## src/hdl/sha256_stream_hasher_assert.svh

```systemverilog
// assertion macros for the sha-256 stream hasher
// included by the modules that check their own control logic
`ifndef SHA256_STREAM_HASHER_ASSERT_SVH
`define SHA256_STREAM_HASHER_ASSERT_SVH
`ifndef ASSERT_OFF
`define SHA_ASSERT_IMP(label, clk, rst, ante, cons) \
  label: assert property (@(posedge clk) disable iff (rst) (ante) |-> (cons)) \
    else $error("assertion failed");
`define SHA_ASSERT_NXT(label, clk, rst, ante, cons) \
  label: assert property (@(posedge clk) disable iff (rst) (ante) |=> (cons)) \
    else $error("assertion failed");
`else
`define SHA_ASSERT_IMP(label, clk, rst, ante, cons)
`define SHA_ASSERT_NXT(label, clk, rst, ante, cons)
`endif
`endif

```

## src/hdl/sha256_pkg.sv

```systemverilog
// types, constants and round functions for the sha-256 stream hasher
// no dependencies
package sha256_pkg;

  typedef struct packed {
    logic [31:0] data_word;
    logic [2:0]  valid_bytes;
    logic        last;
  } in_beat_t;

  typedef struct packed {
    logic [31:0] digest_word;
    logic [2:0]  word_index;
    logic        last_word;
  } out_beat_t;

  typedef enum logic [3:0] {
    ST_IDLE,
    ST_BYTE,
    ST_PAD,
    ST_LOAD_RD,
    ST_LOAD,
    ST_ROUND,
    ST_FINAL,
    ST_EMIT
  } state_t;

  localparam logic [7:0] PAD_BYTE = 8'h80;
  localparam logic [5:0] LEN_POS = 6'd56;

  localparam logic [31:0] HASH_INIT [8] = '{
    32'h6a09e667, 32'hbb67ae85, 32'h3c6ef372, 32'ha54ff53a,
    32'h510e527f, 32'h9b05688c, 32'h1f83d9ab, 32'h5be0cd19};

  localparam logic [31:0] ROUND_K [64] = '{
    32'h428a2f98, 32'h71374491, 32'hb5c0fbcf, 32'he9b5dba5, 32'h3956c25b,
    32'h59f111f1, 32'h923f82a4, 32'hab1c5ed5, 32'hd807aa98, 32'h12835b01,
    32'h243185be, 32'h550c7dc3, 32'h72be5d74, 32'h80deb1fe, 32'h9bdc06a7,
    32'hc19bf174, 32'he49b69c1, 32'hefbe4786, 32'h0fc19dc6, 32'h240ca1cc,
    32'h2de92c6f, 32'h4a7484aa, 32'h5cb0a9dc, 32'h76f988da, 32'h983e5152,
    32'ha831c66d, 32'hb00327c8, 32'hbf597fc7, 32'hc6e00bf3, 32'hd5a79147,
    32'h06ca6351, 32'h14292967, 32'h27b70a85, 32'h2e1b2138, 32'h4d2c6dfc,
    32'h53380d13, 32'h650a7354, 32'h766a0abb, 32'h81c2c92e, 32'h92722c85,
    32'ha2bfe8a1, 32'ha81a664b, 32'hc24b8b70, 32'hc76c51a3, 32'hd192e819,
    32'hd6990624, 32'hf40e3585, 32'h106aa070, 32'h19a4c116, 32'h1e376c08,
    32'h2748774c, 32'h34b0bcb5, 32'h391c0cb3, 32'h4ed8aa4a, 32'h5b9cca4f,
    32'h682e6ff3, 32'h748f82ee, 32'h78a5636f, 32'h84c87814, 32'h8cc70208,
    32'h90befffa, 32'ha4506ceb, 32'hbef9a3f7, 32'hc67178f2};

  function automatic logic [31:0] ror(input logic [31:0] v, input int n);
    ror = (v >> n) | (v << (32 - n));
  endfunction

  function automatic logic [31:0] sig0(input logic [31:0] v);
    sig0 = ror(v, 7) ^ ror(v, 18) ^ (v >> 3);
  endfunction

  function automatic logic [31:0] sig1(input logic [31:0] v);
    sig1 = ror(v, 17) ^ ror(v, 19) ^ (v >> 10);
  endfunction

endpackage

```

## src/hdl/sha256_stream_hasher.sv

```systemverilog
// sha-256 stream hasher: byte packing, padding, 64-round compression
// data beat registered, then bytes stored; block: load-read, load, rounds, final
// last beat: pad bytes one per cycle up to byte 63, one or two blocks, 8 digest beats
// throughput: one round per cycle, one byte per cycle into the block buffer memory
// reset: synchronous; chain value back to initial hash, fill, length and flags cleared
// uses sha256_pkg and sha256_stream_hasher_assert.svh
`include "sha256_stream_hasher_assert.svh"
module sha256_stream_hasher (
  input  logic                  clk,
  input  logic                  rst,
  input  logic                  in_valid,
  output logic                  in_stall,
  input  sha256_pkg::in_beat_t  in_data,
  output logic                  out_valid,
  input  logic                  out_stall,
  output sha256_pkg::out_beat_t out_data
);
  import sha256_pkg::*;

  // block buffer: 16 words, byte-enable writes, registered read
  logic [31:0] wmem [16];
  logic [3:0]  wm_addr;
  logic [3:0]  wm_be;
  logic [31:0] wm_wdata;
  logic        wm_we;
  logic [3:0]  wm_raddr;
  logic [31:0] wm_rdata;

  always_ff @(posedge clk) begin
    if (wm_we) begin
      for (int k = 0; k < 4; k++) begin
        if (wm_be[k]) wmem[wm_addr][k*8 +: 8] <= wm_wdata[k*8 +: 8];
      end
    end
    wm_rdata <= wmem[wm_raddr];
  end

  state_t      state, state_next;
  logic [31:0] word_r;
  logic [2:0]  nbytes;
  logic [1:0]  bidx;
  logic        last_r;
  logic [5:0]  fill;
  logic [63:0] msg_len;
  logic        final_blk;
  logic [6:0]  t;
  logic [31:0] win [16];
  logic [31:0] hv [8];
  logic [31:0] a, b, c, d, e, f, g, h;
  logic [2:0]  oidx;

  logic [7:0]  cur_byte;
  logic [31:0] w_t, t1, t2, s0, s1, ch, mj;
  logic [63:0] bits;

  assign bits = {msg_len[60:0], 3'b000};
  assign cur_byte = word_r[31 - 8*bidx -: 8];

  always_comb begin
    w_t = (t < 7'd16) ? wm_rdata :
      win[0] + sig0(win[1]) + win[9] + sig1(win[14]);
  end
  assign s1 = ror(e, 6) ^ ror(e, 11) ^ ror(e, 25);
  assign ch = (e & f) ^ (~e & g);
  assign s0 = ror(a, 2) ^ ror(a, 13) ^ ror(a, 22);
  assign mj = (a & b) ^ (a & c) ^ (b & c);
  assign t1 = h + s1 + ch + ROUND_K[t[5:0]] + w_t;
  assign t2 = s0 + mj;

  // pad phase: byte 0x80 at fill, then zeros, length in last two words
  logic [5:0] pad_pos;
  logic       pad_first;

  always_comb begin
    state_next = state;
    unique case (state)
      ST_IDLE: if (in_valid) state_next = ST_BYTE;
      ST_BYTE: begin
        if (nbytes != 3'd0 && fill == 6'd63) state_next = ST_LOAD_RD;
        else if (nbytes == 3'd0 || nbytes == 3'd1)
          state_next = last_r ? ST_PAD : ST_IDLE;
      end
      ST_PAD: begin
        if (pad_pos == 6'd63) state_next = ST_LOAD_RD;
      end
      ST_LOAD_RD: state_next = ST_LOAD;
      ST_LOAD:    state_next = ST_ROUND;
      ST_ROUND:   if (t == 7'd63) state_next = ST_FINAL;
      ST_FINAL: begin
        if (final_blk) state_next = ST_EMIT;
        else if (nbytes != 3'd0) state_next = ST_BYTE;
        else if (last_r && !pad_first) state_next = ST_PAD;
        else if (last_r) state_next = ST_PAD;
        else state_next = ST_IDLE;
      end
      ST_EMIT: if (!out_stall && oidx == 3'd7) state_next = ST_IDLE;
      default: state_next = ST_IDLE;
    endcase
  end

  always_comb begin
    wm_we = 1'b0;
    wm_addr = fill[5:2];
    wm_be = 4'b0000;
    wm_wdata = {4{cur_byte}};
    wm_raddr = t[3:0] + 4'd1;
    in_stall = (state != ST_IDLE);
    out_valid = (state == ST_EMIT);
    out_data.digest_word = hv[oidx];
    out_data.word_index = oidx;
    out_data.last_word = (oidx == 3'd7);
    unique case (state)
      ST_BYTE: begin
        wm_we = (nbytes != 3'd0);
        wm_be = 4'b1000 >> fill[1:0];
      end
      ST_PAD: begin
        wm_we = 1'b1;
        wm_addr = pad_pos[5:2];
        wm_be = 4'b1000 >> pad_pos[1:0];
        if (pad_first) wm_wdata = {4{PAD_BYTE}};
        else if (final_blk && pad_pos >= LEN_POS)
          wm_wdata = {4{bits[63 - 8*(pad_pos - LEN_POS) -: 8]}};
        else wm_wdata = 32'h0;
      end
      ST_LOAD_RD: wm_raddr = 4'd0;
      ST_LOAD:    wm_raddr = 4'd0;
      default: ;
    endcase
  end

  always_ff @(posedge clk) begin
    if (rst) begin
      state <= ST_IDLE;
      fill <= '0;
      msg_len <= '0;
      final_blk <= 1'b0;
      pad_first <= 1'b0;
      oidx <= '0;
      for (int i = 0; i < 8; i++) hv[i] <= HASH_INIT[i];
    end else begin
      state <= state_next;
      unique case (state)
        ST_IDLE: if (in_valid) begin
          word_r <= in_data.data_word;
          nbytes <= (in_data.valid_bytes > 3'd4) ? 3'd4 : in_data.valid_bytes;
          last_r <= in_data.last;
          bidx <= 2'd0;
          pad_first <= 1'b1;
        end
        ST_BYTE: begin
          if (nbytes != 3'd0) begin
            fill <= fill + 6'd1;
            msg_len <= msg_len + 64'd1;
            nbytes <= nbytes - 3'd1;
            bidx <= bidx + 2'd1;
          end
          pad_pos <= fill + ((nbytes != 3'd0) ? 6'd1 : 6'd0);
        end
        ST_PAD: begin
          if (pad_first) begin
            pad_first <= 1'b0;
            if (pad_pos < LEN_POS) final_blk <= 1'b1;
          end
          pad_pos <= pad_pos + 6'd1;
        end
        ST_LOAD_RD: begin
          t <= '0;
          fill <= '0;
        end
        ST_LOAD: begin
          {a, b, c, d, e, f, g, h} <=
            {hv[0], hv[1], hv[2], hv[3], hv[4], hv[5], hv[6], hv[7]};
        end
        ST_ROUND: begin
          for (int i = 0; i < 15; i++) win[i] <= win[i+1];
          win[15] <= w_t;
          {b, c, d} <= {a, b, c};
          {f, g, h} <= {e, f, g};
          a <= t1 + t2;
          e <= d + t1;
          t <= t + 7'd1;
        end
        ST_FINAL: begin
          hv[0] <= hv[0] + a; hv[1] <= hv[1] + b;
          hv[2] <= hv[2] + c; hv[3] <= hv[3] + d;
          hv[4] <= hv[4] + e; hv[5] <= hv[5] + f;
          hv[6] <= hv[6] + g; hv[7] <= hv[7] + h;
          pad_pos <= '0;
          oidx <= '0;
          // extra pad block carries the length
          if (!final_blk && last_r && nbytes == 3'd0 && !pad_first) final_blk <= 1'b1;
        end
        ST_EMIT: if (!out_stall) begin
          oidx <= oidx + 3'd1;
          if (oidx == 3'd7) begin
            for (int i = 0; i < 8; i++) hv[i] <= HASH_INIT[i];
            fill <= '0;
            msg_len <= '0;
            final_blk <= 1'b0;
          end
        end
        default: ;
      endcase
    end
  end

  `SHA_ASSERT_IMP(a_emit_only, clk, rst, out_valid, state == ST_EMIT && final_blk)
  `SHA_ASSERT_IMP(a_no_in_busy, clk, rst, state != ST_IDLE, in_stall)
  `SHA_ASSERT_NXT(a_round_step, clk, rst, state == ST_ROUND && t != 7'd63, state == ST_ROUND)
  `SHA_ASSERT_NXT(a_emit_hold, clk, rst, out_valid && out_stall, out_valid && $stable(out_data))
endmodule

```

## config.mk

```make
export PLATFORM = sky130hd
export DESIGN_NAME = sha256_stream_hasher
export DESIGN_NICKNAME = d
export VERILOG_FILES = /design/src/hdl/sha256_pkg.sv /design/src/hdl/sha256_stream_hasher.sv
export VERILOG_INCLUDE_DIRS = /design/src /design/src/hdl
export SDC_FILE = /design/constraint.sdc
export NUM_CORES = 2
export LEC_CHECK = 0
export BUFFER_PORTS_ARGS = -buffer_cell sky130_fd_sc_hd__buf_4
export CORE_MARGIN = 3
export CORE_UTILIZATION = 40
export DETAILED_ROUTE_END_ITERATION = 8
export HOLD_SLACK_MARGIN = 0.12
export PLACE_DENSITY_LB_ADDON = 0.08
export SYNTH_ARGS = -nofsm -noshare
export SYNTH_HDL_FRONTEND = slang
export SYNTH_SLANG_ARGS = --single-unit
```

## constraint.sdc

```tcl
create_clock -name clk -period 34.8 [get_ports clk]
set_input_delay 6.96 -clock clk [delete_from_list [all_inputs] [get_ports clk]]
set_output_delay 6.96 -clock clk [all_outputs]
set_load 0.005 [all_outputs]
```

Yosys cells after proc, flatten, opt, wreduce, memory -nomap -nowiden
Memory sizes are Yosys's and may differ from the RTL's. A register that Yosys moved wholly into a read port is not among the register bits.
Cells that the tools add are included.
Operators by class
  equality and inequality tests: 23
  bitwise gates (word level): 45
  $lt $le $gt $ge: 5
  muxes and demuxes: 100
  add/subtract/negate cells: 30
  shifts and indexed selects: 4
  reductions and logical operators: 36
Operators by type and width (number)
  two-way mux 32 bit: 22
  adder 32 bit: 18
  one-hot mux 32 bit (2 select lines): 8
  bitwise XOR 32 bit: 9
  two-way mux 64 bit: 3
  AND 32 bit: 5
  one-hot mux 64 bit (2 select lines): 1
  indexed part select 71 x 33 -> 8 bit: 1
  adder 64 x 1 -> 64 bit (second input constant): 1
  indexed part select 39 x 33 -> 8 bit: 1
  one-hot mux 6 bit (3 select lines): 2
  two-way mux 1 bit: 32
  two-way mux 4 bit: 8
  inverter 32 bit: 1
  bitwise OR 10 x 32 -> 32 bit: 1
  bitwise OR 13 x 32 -> 32 bit: 1
  bitwise OR 14 x 32 -> 32 bit: 1
  bitwise OR 15 x 32 -> 32 bit: 1
  bitwise OR 19 x 32 -> 32 bit: 1
  bitwise OR 21 x 32 -> 32 bit: 1
  bitwise OR 25 x 32 -> 32 bit: 1
  bitwise OR 26 x 32 -> 32 bit: 1
  bitwise OR 30 x 32 -> 32 bit: 1
  bitwise OR 7 x 32 -> 32 bit: 1
  55 further kinds: 121
Word-level totals
  memories: 4
  output and inout port bits: 38
  ROM bits: 2048
  input port bits: 40
  flip-flop bits (word level): 386
  word-level logic and storage cells: 267
  memory bits (writable): 1280
Memory list
  (no name shown): words 64, width 32, read ports 1, clocked after Yosys merged registers in 0, write ports 0, RTL line sha256_stream_hasher.sv:67  | assign t1 = h + s1 + ch + ROUND_K[t[5:0]] + w_t;
  win: words 16, width 32, read ports 16, clocked after Yosys merged registers in 0, write ports 16, RTL line sha256_stream_hasher.sv:47  | logic [31:0] win [16];
  wmem: words 16, width 32, read ports 1, clocked after Yosys merged registers in 1, write ports 1, RTL line sha256_stream_hasher.sv:21  | logic [31:0] wmem [16];
  hv: words 8, width 32, read ports 9, clocked after Yosys merged registers in 1, write ports 8, RTL line sha256_stream_hasher.sv:48  | logic [31:0] hv [8];

Longest topological paths before layout
An unclocked memory read counts as a cell.
  word-level depth: 11
  depth in mapped cells: 48
  mapped depth without buffers: 48

Least setup slack after synthesis
No wires, ideal clock.
  kind: input to register
  start: input port rst
  end: memory win[0][0], enable pin
  data required time: 33.398 ns
  stages: 3
  path buffers: 2
  data arrival time: 28.578 ns
  library setup time: 1.402 ns
  slack: 4.820 ns
  cells stage by stage: clkbuf_1 > clkbuf_1 > nor2_1
RTL lines
  start: declaration: RTL line sha256_stream_hasher.sv:10  | input logic rst,
  end: declaration: RTL line sha256_stream_hasher.sv:47

==> results.toml <==
[timing]
rsz0062_at_grt = "false"
setup-tns-final_ns = 0
fin_skew_ns = 0.0707
hold_violations = 0
finalSetupViolCount = 0
min_period_ns = 11.06
slew_violations = 0
setup_slack_ns = 23.74
worst_pin_slew_ns = 1.20
timing.final.crit_share_pct = 31.8
max_slew_margin_pct = 20.1
whs_ns = 0.400
max_freq_mhz = 90.4

[setup_path]
path_max_fanout = 8
crit_top_cell = "fa_1"
cp_slowest_stage_delay_ns = 0.52
endpoint_kind = "flip-flop"
timing.rr.start = "win[0][40]$_DFFE_PP_"
slowest_stage = "fa_1"
worstSetupPathType = "reg -> reg"
start_kind = "flip-flop"
cp.arrival_ns = 11.62
critPathLaunch = "win[0][40]$_DFFE_PP_"
crit_required_ns = 35.36

[placement]
dp_slack_ns = 23.83
hpwl_um = 203000
port_buffers = 77
gp_congestion = 0.917

[yosys]
seq_area_frac_synth_pct = 53.1
ys_types = 96
syn-cell-area_sq_um = 91400
syn_avg_cell_area_sq_um = 11.6
ys_async_sr_fraction_pct = 0
synth_cells = 7858
synth_edf_count = 1459
synth_ff_type = "edfxtp_1"
yosysWarningCount = 0
syn-num-nets = 8514
ys_seq_elements = 1697

[cts]
post_cts_buffers = 0
clk_latency_ns = 0.85
cts_sinks = 1697
cts_hold_buf = 0
htreeDepth = 4
cts.root.buffer_cell = "clkbuf_16"
ctsResizeCount = 0
cts_tree = "yes"
cts.path.max_buffers = 3
cts-buffers-inserted = 190
cts.clk_slew.worst_paths_ns = 0.06

[routing]
first_iter_violations = 6308
routedWlPerCell_um = 25.8
drt_wl_total_um = 285000
viasPerCell = 5.59
dr_total_vias = 61594
drt_pass1_iterations = 8
drc = 0
antenna_left = 0

[grt]
antenna_found_initial = 9
groute.usage.overall_pct = 23.7
grt_pass1_wl_um = 415000
grt_pass1_vias = 59439
globalRouteOverflowTotal = 0
grt_max_degree = 173

[layout]
layout-drive-gt1-share_pct = 9.63
nNetsFinal = 8523
final_core_util_pct = 44.9
area_growth_pct = 11.0

[floorplanning]
die_h_um = 484
die_x_um = 484
start_util_pct = 40.5
row_count = 174
dieArea_sq_um = 234000
core-area_sq_um = 226000
io_pins = 78

[worst_hold_path]
hold_path_startpoint = "win[1][163]$_DFFE_PP_"
hold_path.class = "reg -> reg"

[power_and_ir_drop]
total_power_mw = 8.30
p_per_area_nw_per_um2 = 81.7
vdd_ir_drop_max_mv = 0.159
p_leak_nw = 37.4

[job]
cap_violations = 0

[outcome]
status = "finished clean"
==> cells in the mapped netlist, types with 59 or more instances <==
| cell | instances | share of area, % |
|---|---|---|
| edfxtp_1 | 1459 | 48 |
| nand2_1 | 1116 | 4.6 |
| inv_1 | 485 | 2.0 |
| nor2_1 | 472 | 1.9 |
| ha_1 | 419 | 5.7 |
| o21ai_0 | 416 | 2.3 |
| a21oi_1 | 401 | 2.2 |
| xnor2_1 | 384 | 3.7 |
| clkbuf_1 | 310 | 1.3 |
| dfxtp_1 | 238 | 5.2 |
| xor2_1 | 234 | 2.2 |
| a21o_1 | 197 | 1.6 |
| fa_1 | 197 | 4.3 |
| mux4_2 | 188 | 4.6 |
| nand3_1 | 116 | 0.63 |
| nor3_1 | 91 | 0.50 |
| o22ai_1 | 77 | 0.53 |
| o221ai_1 | 67 | 0.64 |
| nand2b_1 | 61 | 0.42 |
| mux2_2 | 60 | 0.74 |
| o211ai_1 | 59 | 0.48 |
==> final timing paths <==
path	endpoint	slack, ns	cells past startpoint
setup / recovery	a[31]$_DFFE_PP_	23.74	42
hold reg to reg	win[1][131]$_DFFE_PP_	0.40	0
hold / removal	win[1][131]$_DFFE_PP_	0.40	0
setup reg to reg	a[31]$_DFFE_PP_	23.74	42
==> report_power, final <==
| group | total, mW | internal (mW) | switching [mW] |
|---|---|---|---|
| Combinational | 3.91 | 1.53 | 2.38 |
| Sequential | 2.40 | 2.35 | 0.0540 |
| Clock | 1.98 | 1.12 | 0.868 |
| Total | 8.30 | 5.00 | 3.30 |
==> cells in the final DEF, fill, tap and decap left out, types with 39 or more instances in the layout <==
cell       synthesis  layout
a211oi_1          50      50
a21o_1           197     197
a21oi_1          401     401
a31oi_1           39      39
and3_1            44      44
buf_4              2     168
clkbuf_1         310      39
clkbuf_16          0     195
clkinv_1           3      40
clkinv_2           0      44
dfxtp_1          238     235
edfxtp_1        1459    1459
fa_1             197     197
ha_1             419     419
inv_1            485     484
mux2_2            60      60
mux4_2           188     188
nand2_1         1116    1110
nand2b_1          61      61
nand3_1          116     116
nor2_1           472     466
nor2b_1           53      53
nor3_1            91      90
o211ai_1          59      59
o21a_1            46      46
o21ai_0          416     409
o21bai_1          51      51
o221ai_1          67      67
o22ai_1           77      77
or3_1             57      57
xnor2_1          384     384
xor2_1           234     234
==> per-layer routing <==
layer / global-route usage (%) / wire (um) / vias up
li1: - / - / 28433
met1: 36.3 / 136000 / 30940
met2: 35.7 / 125000 / 1916
met3: 3.70 / 18400 / 303
met4: 4.57 / 5050 / 2
met5: 0.306 / 107 / -
==> state kept, by name, summed over array words and instances (netlist names), 6 cells and up, named ones only <==
signal    count
a            32
b            32
c            32
d            32
e            32
f            32
fill          6
g            32
h            32
hv          256
msg_len      61
pad_pos       6
t             7
win         512
wm_rdata     32
wmem        512
word_r       32
==> critical path: cells and delay by family, from the launching register on <==
kind,cells,cell delay (ns)
compound gates,12,2.67
fa+ha+maj,10,4.43
xor+xnor,6,1.19
flops,1,0.46
buf+inv,6,0.45
simple gates,8,1.59
==> kinds of logic after synthesis <==
logic type | count (synthesis) | synth area share (%)
and+or+nand+nor | 2169 | 10.4
DFF | 1697 | 53.1
AOI/OAI and AO/OA | 1624 | 11.2
buffers and inverters | 845 | 3.49
adders and majority gates | 621 | 10.1
xor gates and xnor gates | 619 | 5.94
muxes | 283 | 5.75
==> through the flow <==
stage	instance area [sq um]	instances
after floorplan	91400	7858
after global placement	95400	10667
after detailed placement	95400	10667
after CTS	102000	11020
after global routing	102000	11022
final	102000	11024
==> area by class of cell <==
cell class	count	area, sq um
Antenna cell	4	10.0
Clock buffer	241	5120
Clock inverter	112	1030
Fill cell	20975	124000
Inverter	488	1840
Multi-Input combinational cell	5316	39800
Sequential cell	1697	48600
Tap cell	2992	3740
Timing Repair Buffer	174	1380
Power figures use the tool's default switching activity.
